===== src/hw/rtl/sgr_enc_pkg.sv =====
// shared types, character codes and part tables of the sgr attribute escape encoder
package sgr_enc_pkg;

    localparam int SlotCount = 18;

    typedef logic [SlotCount-1:0] slot_mask_t;
    typedef logic [4:0] slot_idx_t;

    typedef enum logic [7:0] {
        ST_IDLE    = 8'b0000_0001,
        ST_ESC     = 8'b0000_0010,
        ST_BRACKET = 8'b0000_0100,
        ST_SEMI    = 8'b0000_1000,
        ST_HUND    = 8'b0001_0000,
        ST_TENS    = 8'b0010_0000,
        ST_ONES    = 8'b0100_0000,
        ST_FINAL   = 8'b1000_0000
    } enc_state_t;

    localparam logic [1:0] MODE_DEFAULT = 2'd0;
    localparam logic [1:0] MODE_PALETTE = 2'd1;
    localparam logic [1:0] MODE_RGB     = 2'd2;
    localparam logic [1:0] MODE_UNUSED  = 2'd3;

    localparam logic [7:0] CHAR_ESC     = 8'h1b;
    localparam logic [7:0] CHAR_BRACKET = 8'h5b;
    localparam logic [7:0] CHAR_SEMI    = 8'h3b;
    localparam logic [7:0] CHAR_M       = 8'h6d;
    localparam logic [7:0] CHAR_ZERO    = 8'h30;

    localparam logic [7:0] FORE_BASE   = 8'd30;
    localparam logic [7:0] FORE_BRIGHT = 8'd90;
    localparam logic [7:0] FORE_EXT    = 8'd38;
    localparam logic [7:0] BACK_BASE   = 8'd40;
    localparam logic [7:0] BACK_BRIGHT = 8'd100;
    localparam logic [7:0] BACK_EXT    = 8'd48;
    localparam logic [7:0] PART_RESET   = 8'd0;
    localparam logic [7:0] PART_PALETTE = 8'd5;
    localparam logic [7:0] PART_RGB     = 8'd2;
    localparam logic [7:0] DEFAULT_OFFSET = 8'd9;

    localparam logic [7:0] STYLE_CODE [7] = '{8'd1, 8'd2, 8'd3, 8'd4, 8'd5, 8'd7, 8'd9};

    // slot layout: reset part, seven style parts, five foreground, five background
    localparam slot_idx_t SLOT_STYLE = 5'd1;
    localparam slot_idx_t SLOT_FORE  = 5'd8;
    localparam slot_idx_t SLOT_BACK  = 5'd13;

    function automatic logic [11:0] to_bcd(input logic [7:0] v);
        logic [19:0] sh;
        sh = {12'b0, v};
        for (int i = 0; i < 8; i++) begin
            if (sh[11:8] >= 4'd5) sh[11:8] = sh[11:8] + 4'd3;
            if (sh[15:12] >= 4'd5) sh[15:12] = sh[15:12] + 4'd3;
            if (sh[19:16] >= 4'd5) sh[19:16] = sh[19:16] + 4'd3;
            sh = sh << 1;
        end
        return sh[19:8];
    endfunction

    function automatic logic [4:0] colour_mask(input logic [1:0] mode, input logic [23:0] value);
        logic [4:0] m;
        case (mode)
            MODE_PALETTE: m = (value[7:0] >= 8'd16) ? 5'b00111 : 5'b00001;
            MODE_RGB:     m = 5'b11111;
            default:      m = 5'b00001;
        endcase
        return m;
    endfunction

    function automatic logic [7:0] colour_part(input logic [1:0] mode, input logic [23:0] value,
                                               input logic [2:0] pos, input logic [7:0] base,
                                               input logic [7:0] bright, input logic [7:0] ext);
        logic [7:0] idx;
        logic [7:0] part;
        idx  = value[7:0];
        part = '0;
        case (mode)
            MODE_PALETTE: begin
                case (pos)
                    3'd0: begin
                        if (idx < 8'd8) part = base + idx;
                        else if (idx < 8'd16) part = bright + idx - 8'd8;
                        else part = ext;
                    end
                    3'd1:    part = PART_PALETTE;
                    3'd2:    part = idx;
                    default: part = '0;
                endcase
            end
            MODE_RGB: begin
                case (pos)
                    3'd0:    part = ext;
                    3'd1:    part = PART_RGB;
                    3'd2:    part = value[23:16];
                    3'd3:    part = value[15:8];
                    3'd4:    part = value[7:0];
                    default: part = '0;
                endcase
            end
            default: part = base + DEFAULT_OFFSET;
        endcase
        return part;
    endfunction

    function automatic logic [7:0] slot_value(input slot_idx_t slot,
                                              input logic [1:0] fm, input logic [23:0] fv,
                                              input logic [1:0] bm, input logic [23:0] bv);
        logic [7:0] v;
        if (slot < SLOT_STYLE) begin
            v = PART_RESET;
        end else if (slot < SLOT_FORE) begin
            v = STYLE_CODE[3'(slot - SLOT_STYLE)];
        end else if (slot < SLOT_BACK) begin
            v = colour_part(fm, fv, 3'(slot - SLOT_FORE), FORE_BASE, FORE_BRIGHT, FORE_EXT);
        end else begin
            v = colour_part(bm, bv, 3'(slot - SLOT_BACK), BACK_BASE, BACK_BRIGHT, BACK_EXT);
        end
        return v;
    endfunction

endpackage


===== src/hw/rtl/sgr_attribute_escape_encoder_unit.sv =====
// top level of the sgr attribute escape encoder
// Each accepted item is compared with the attributes of the item before it and, when
// anything differs (or use_previous is low), turns into an ESC [ ... m sequence of 5 to
// 52 bytes, one byte per cycle on the m_ side while m_tready does not stall the output,
// the final 'm' flagged by m_tlast. An unchanged item is taken and yields nothing.
// Otherwise the bytes of the item are paced by the single byte sequencer that walks the
// parts and splits each into decimal digits; s_tready stays low until the 'm' has been
// handed to the output register.
module sgr_attribute_escape_encoder_unit (
    input  logic        aclk,
    input  logic        aresetn,
    input  logic        s_tvalid,
    output logic        s_tready,
    // fore_mode[1:0], fore_value[25:2], back_mode[27:26], back_value[51:28],
    // style_flags[58:52], use_previous[59], zero fill[63:60]
    input  logic [63:0] s_tdata,
    output logic        m_tvalid,
    input  logic        m_tready,
    // out_byte[7:0]
    output logic [7:0]  m_tdata,
    output logic        m_tlast
);

    sgr_enc_pkg::enc_state_t state_reg, state_next;
    sgr_enc_pkg::slot_mask_t mask_reg, mask_next;
    logic [11:0] bcd_reg, bcd_next;
    logic [1:0]  fore_mode_reg, fore_mode_next;
    logic [23:0] fore_value_reg, fore_value_next;
    logic [1:0]  back_mode_reg, back_mode_next;
    logic [23:0] back_value_reg, back_value_next;
    logic [6:0]  style_reg, style_next;
    logic        out_valid_reg, out_valid_next;
    logic [7:0]  out_data_reg, out_data_next;
    logic        out_last_reg, out_last_next;

    logic [1:0]  in_fore_mode, in_back_mode;
    logic [23:0] in_fore_value, in_back_value;
    logic [6:0]  in_style;
    logic        in_use_previous;
    logic        fore_same, back_same, fore_ch, back_ch, style_ch;
    logic        advance;
    logic        emit;
    logic [7:0]  emit_byte;
    logic        emit_last;
    sgr_enc_pkg::slot_idx_t first_slot;
    logic [11:0] part_bcd;
    sgr_enc_pkg::enc_state_t digit_state;

    assign in_fore_mode    = (s_tdata[1:0] == sgr_enc_pkg::MODE_UNUSED) ?
                             sgr_enc_pkg::MODE_DEFAULT : s_tdata[1:0];
    assign in_fore_value   = s_tdata[25:2];
    assign in_back_mode    = (s_tdata[27:26] == sgr_enc_pkg::MODE_UNUSED) ?
                             sgr_enc_pkg::MODE_DEFAULT : s_tdata[27:26];
    assign in_back_value   = s_tdata[51:28];
    assign in_style        = s_tdata[58:52];
    assign in_use_previous = s_tdata[59];

    always_comb begin
        fore_same = (in_fore_mode == fore_mode_reg);
        if (in_fore_mode == sgr_enc_pkg::MODE_PALETTE)
            fore_same = fore_same && (in_fore_value[7:0] == fore_value_reg[7:0]);
        else if (in_fore_mode == sgr_enc_pkg::MODE_RGB)
            fore_same = fore_same && (in_fore_value == fore_value_reg);
        back_same = (in_back_mode == back_mode_reg);
        if (in_back_mode == sgr_enc_pkg::MODE_PALETTE)
            back_same = back_same && (in_back_value[7:0] == back_value_reg[7:0]);
        else if (in_back_mode == sgr_enc_pkg::MODE_RGB)
            back_same = back_same && (in_back_value == back_value_reg);
    end

    assign style_ch = !in_use_previous || (in_style != style_reg);
    assign fore_ch  = !in_use_previous || !fore_same || style_ch;
    assign back_ch  = !in_use_previous || !back_same || style_ch;

    // lowest pending part
    always_comb begin
        first_slot = '0;
        for (int i = sgr_enc_pkg::SlotCount - 1; i >= 0; i--) begin
            if (mask_reg[i]) first_slot = sgr_enc_pkg::slot_idx_t'(i);
        end
    end

    assign part_bcd = sgr_enc_pkg::to_bcd(sgr_enc_pkg::slot_value(first_slot,
                          fore_mode_reg, fore_value_reg, back_mode_reg, back_value_reg));

    always_comb begin
        if (part_bcd[11:8] != 4'd0) digit_state = sgr_enc_pkg::ST_HUND;
        else if (part_bcd[7:4] != 4'd0) digit_state = sgr_enc_pkg::ST_TENS;
        else digit_state = sgr_enc_pkg::ST_ONES;
    end

    assign advance  = !out_valid_reg || m_tready;
    assign s_tready = (state_reg == sgr_enc_pkg::ST_IDLE);

    always_comb begin
        state_next      = state_reg;
        mask_next       = mask_reg;
        bcd_next        = bcd_reg;
        fore_mode_next  = fore_mode_reg;
        fore_value_next = fore_value_reg;
        back_mode_next  = back_mode_reg;
        back_value_next = back_value_reg;
        style_next      = style_reg;
        emit            = 1'b0;
        emit_byte       = sgr_enc_pkg::CHAR_ZERO;
        emit_last       = 1'b0;
        case (state_reg)
            sgr_enc_pkg::ST_IDLE: begin
                if (s_tvalid) begin
                    fore_mode_next  = in_fore_mode;
                    fore_value_next = in_fore_value;
                    back_mode_next  = in_back_mode;
                    back_value_next = in_back_value;
                    style_next      = in_style;
                    mask_next = {back_ch ? sgr_enc_pkg::colour_mask(in_back_mode, in_back_value)
                                         : 5'b0,
                                 fore_ch ? sgr_enc_pkg::colour_mask(in_fore_mode, in_fore_value)
                                         : 5'b0,
                                 in_style, style_ch};
                    if (fore_ch || back_ch) state_next = sgr_enc_pkg::ST_ESC;
                end
            end
            sgr_enc_pkg::ST_ESC: begin
                if (advance) begin
                    emit       = 1'b1;
                    emit_byte  = sgr_enc_pkg::CHAR_ESC;
                    state_next = sgr_enc_pkg::ST_BRACKET;
                end
            end
            sgr_enc_pkg::ST_BRACKET, sgr_enc_pkg::ST_SEMI: begin
                if (advance) begin
                    emit       = 1'b1;
                    emit_byte  = (state_reg == sgr_enc_pkg::ST_SEMI) ?
                                 sgr_enc_pkg::CHAR_SEMI : sgr_enc_pkg::CHAR_BRACKET;
                    bcd_next   = part_bcd;
                    mask_next  = mask_reg & ~(sgr_enc_pkg::slot_mask_t'(1) << first_slot);
                    state_next = digit_state;
                end
            end
            sgr_enc_pkg::ST_HUND: begin
                if (advance) begin
                    emit       = 1'b1;
                    emit_byte  = sgr_enc_pkg::CHAR_ZERO | {4'b0, bcd_reg[11:8]};
                    state_next = sgr_enc_pkg::ST_TENS;
                end
            end
            sgr_enc_pkg::ST_TENS: begin
                if (advance) begin
                    emit       = 1'b1;
                    emit_byte  = sgr_enc_pkg::CHAR_ZERO | {4'b0, bcd_reg[7:4]};
                    state_next = sgr_enc_pkg::ST_ONES;
                end
            end
            sgr_enc_pkg::ST_ONES: begin
                if (advance) begin
                    emit       = 1'b1;
                    emit_byte  = sgr_enc_pkg::CHAR_ZERO | {4'b0, bcd_reg[3:0]};
                    state_next = (mask_reg != '0) ? sgr_enc_pkg::ST_SEMI : sgr_enc_pkg::ST_FINAL;
                end
            end
            sgr_enc_pkg::ST_FINAL: begin
                if (advance) begin
                    emit       = 1'b1;
                    emit_byte  = sgr_enc_pkg::CHAR_M;
                    emit_last  = 1'b1;
                    state_next = sgr_enc_pkg::ST_IDLE;
                end
            end
            default: state_next = sgr_enc_pkg::ST_IDLE;
        endcase
    end

    always_comb begin
        out_valid_next = out_valid_reg;
        out_data_next  = out_data_reg;
        out_last_next  = out_last_reg;
        if (advance) begin
            out_valid_next = emit;
            out_data_next  = emit_byte;
            out_last_next  = emit_last;
        end
    end

    always_ff @(posedge aclk) begin
        if (!aresetn) begin
            state_reg      <= sgr_enc_pkg::ST_IDLE;
            out_valid_reg  <= 1'b0;
            fore_mode_reg  <= sgr_enc_pkg::MODE_DEFAULT;
            fore_value_reg <= '0;
            back_mode_reg  <= sgr_enc_pkg::MODE_DEFAULT;
            back_value_reg <= '0;
            style_reg      <= '0;
        end else begin
            state_reg      <= state_next;
            out_valid_reg  <= out_valid_next;
            fore_mode_reg  <= fore_mode_next;
            fore_value_reg <= fore_value_next;
            back_mode_reg  <= back_mode_next;
            back_value_reg <= back_value_next;
            style_reg      <= style_next;
        end
    end

    always_ff @(posedge aclk) begin
        mask_reg     <= mask_next;
        bcd_reg      <= bcd_next;
        out_data_reg <= out_data_next;
        out_last_reg <= out_last_next;
    end

    assign m_tvalid = out_valid_reg;
    assign m_tdata  = out_data_reg;
    assign m_tlast  = out_last_reg;

endmodule


===== config.mk =====
export PLATFORM = sky130hd
export DESIGN_NAME = sgr_attribute_escape_encoder_unit
export DESIGN_NICKNAME = d
export VERILOG_FILES = /design/src/hw/rtl/sgr_enc_pkg.sv /design/src/hw/rtl/sgr_attribute_escape_encoder_unit.sv
export SDC_FILE = /design/constraint.sdc
export NUM_CORES = 1
export LEC_CHECK = 0
export ABC_CLOCK_PERIOD_IN_PS = 18500
export BUFFER_PORTS_ARGS = -buffer_cell sky130_fd_sc_hd__buf_2
export CELL_PAD_IN_SITES_DETAIL_PLACEMENT = 1
export CELL_PAD_IN_SITES_GLOBAL_PLACEMENT = 2
export CORE_ASPECT_RATIO = 2
export CORE_UTILIZATION = 35
export CTS_CLUSTER_SIZE = 24
export DETAILED_ROUTE_END_ITERATION = 16
export GPL_ROUTABILITY_DRIVEN = 0
export PLACE_DENSITY_LB_ADDON = 0.12
export SYNTH_ARGS = -nofsm -noshare
export SYNTH_HDL_FRONTEND = slang
export SYNTH_SLANG_ARGS = --single-unit

===== constraint.sdc =====
create_clock -name aclk -period 18.5 [get_ports aclk]
set_input_delay 2.775 -clock aclk [delete_from_list [all_inputs] [get_ports aclk]]
set_output_delay 2.775 -clock aclk [all_outputs]
set_load 0.01 [all_outputs]

==> impl_results.md <==
- Min Hold Slack: 0.484 ns
- Final hold violations: 0
- Power, Total: 0.679 mW
- Fin nets: 1,119
- Cts bufs inserted: 9
- Area of the core: 22,000 µm²
- Ant diodes: 0
- Leading area contributor after synthesis: dfxtp_1
- Wire length per cell: 19.6 µm
- Max-cap violations: 0
- Die height: 213 µm
- I/O Buffers: 73
- Fin crit period: 9.82 ns
- Layout cells sized above 1: 0.136
- Unique masters post-synth: 91
- Area growth syn-to-layout: 11.4%
- Setup Viol. Count Final: 0
- Slowest stage delay, CP: 1.06 ns
- Initial Utilization: 0.356
- DRC Markers: 0
- Synth warnings: 0
- Largest net degree at the start of global routing: 72
- Hold-fix buffers at CTS: 0
- Slew of the pin with the lowest slew margin: 1.18 ns
- Crit start category: register
- Most frequent cell after synthesis: nand2_1
- Syn_area_per_cell: 8.02 µm²
- Switching Power: 0.247 mW
- Initial antenna violation count: 0
- Die area: 23,000 µm²
- Fmax: 102 MHz
- Post-Syn Instances: 975
- Sw frac: 0.364
- Setup bufs post-CTS: 0
- Outcome: finished clean
- P_int: 0.432 mW
- Number of global-route vias before repair: 7,596
- Register area share after synthesis: 0.312
- Critical path class: register to register
- Overall routed net length: 25.4 mm
- Setup TNS Final: 0 ns
- Worst Path Required: 18.81 ns
- Ranking of synthesized cells by area: dfxtp_1 (17%), edfxtp_1 (14%), nand2_1 (9.4%)
- Via density: 5.57
- H-tree Lvls: 3
- Maximum buffer depth of the clock tree: 2
- Global-route wire length before repair: 40.5 mm
- Critical Path AT: 10.13 ns
- Clock Power Share: 0.296
- RSZ-0062 raised after global routing: no
- Chip Width: 108 µm
- Leak: 3.15 nW
- Peak VDD IR: 0.0610 mV
- Clk Latency, worst-skew pair: 0.39 ns
- Top-area cell type share of the netlist area: 0.174
- Fill cells: 2,708
- Congestion Overflow GR: 0
- Sink Count: 104
- Ys async rst share: 0
- Rows: 77
- Clk pin slew, worst setup/hold paths: 0.09 ns
- Power density cells: 78.0 nW/µm²
- TritonRoute pass-1 iters: 6
- Critical-path top delay cell: o41ai_1
- I/O Pins: 79
- Antenna-violating nets left: 0
- Root Driver: clkbuf_16
- Via count: 7,218
- Sequential power share: 0.447
- Most frequent cells after synthesis: nand2_1 (195), dfxtp_1 (68), a21boi_0 (62)
- Capturing element type of the critical path: register
- Post-synth EDFFs: 36
- Combinational power share: 0.256
- Setup Skew: 0.0177 ns
- Final Core Density: 0.397
- Worst-path maximum fanout: 7
- Pins over their slew limit: 0
- Top FF cell, synth: dfxtp_1
- Mapped Nets: 1,080
- Post-Syn Area: 7820 µm²
- TritonCTS clock tree: built
- Slew margin rel.: 0.201
- Post-DP HPWL: 19.9 mm
- #FFs+latches synth: 104
- Final period utilization: 0.531
- Gr usage total: 0.234
- Worst hold-check path type: register to register
- DRT iter0 DRCs: 227
- Cts repair resizes: 0
[cell usage in the layout, fill, tap and decap left out, types with 14 or more instances in the layout]
cell / n
nand2_1: 194
buf_2: 73
dfxtp_1: 68
a21boi_0: 62
nor2_1: 52
xnor2_1: 52
a21oi_1: 45
o21ai_0: 40
ha_1: 37
inv_1: 36
edfxtp_1: 36
nor3_1: 23
nand3_1: 18
nor4_1: 17
xor2_1: 17
nand4_1: 14
[layout make-up]
cell class	instances	area [µm²]	share of cell area
inverter	39	146	0.0168
sequential	104	2440	0.280
clock inverter	7	81.3	0.00934
timing repair buffer	84	448	0.0514
clock buffer	9	225	0.0259
tap	276	345	0.0396
multi-input combinational	776	5020	0.577
[per-stage QoR]
stage          setup WS (ns)  std cells  cell area, µm²
6_report                8.68       1295            8710
5_1_grt                 7.84       1295            8710
4_1_cts                 8.63       1295            8710
3_5_place_dp            8.67       1279            8400
3_3_place_gp            8.83       1279            8400
2_1_floorplan          10.73        975            7820
[cells by family (layout without fill, tap and decap cells)]
logic type      Yosys count  after routing  share of synthesized area
simple gates            387            387                      0.234
mux                      10             10                     0.0150
fa+ha+maj                37             37                     0.0592
buf+inv                  95            139                     0.0475
other cells               1              1                   0.000480
flops                   104            104                      0.312
xor+xnor                 70             70                     0.0794
compound gates          271            271                      0.252
[layer usage]
layer,global-route usage,vias to the layer above,share of wire
met4,0.0817,0,0.022
met3,0.0286,25,0.014
met5,0,-,0
met2,0.483,63,0.59
li1,-,3584,-
met1,0.230,3546,0.37
[critical path, delay by kind of cell (launching register included)]
family / cells / cell delay [ns]
XOR/XNOR: 2 / 0.75
adder cells (fa/ha/maj): 7 / 1.81
flip-flops: 1 / 0.46
AO/OA/AOI/OAI: 11 / 3.22
buffers and inverters: 7 / 0.86
AND/OR/NAND/NOR: 13 / 2.63
[path summary, 6_finish.rpt]
path                 from  slack [ns]  cells past startpoint            to
min          style_reg[1]        0.48                      2  style_reg[1]
min reg2reg  style_reg[1]        0.48                      2  style_reg[1]
max          mask_reg[12]        8.68                     40  state_reg[5]
max reg2reg  mask_reg[12]        8.68                     40  state_reg[5]
[power groups by stage]
stage,sequential (mW),clock [mW],combinational (mW)
2_1_floorplan,0.294,0,0.127
3_3_place_gp,0.309,0,0.176
3_5_place_dp,0.310,0,0.179
4_1_cts,0.305,0.207,0.179
5_1_grt,0.310,0.213,0.196
6_report,0.304,0.201,0.174
Power figures use the tool's default switching activity.
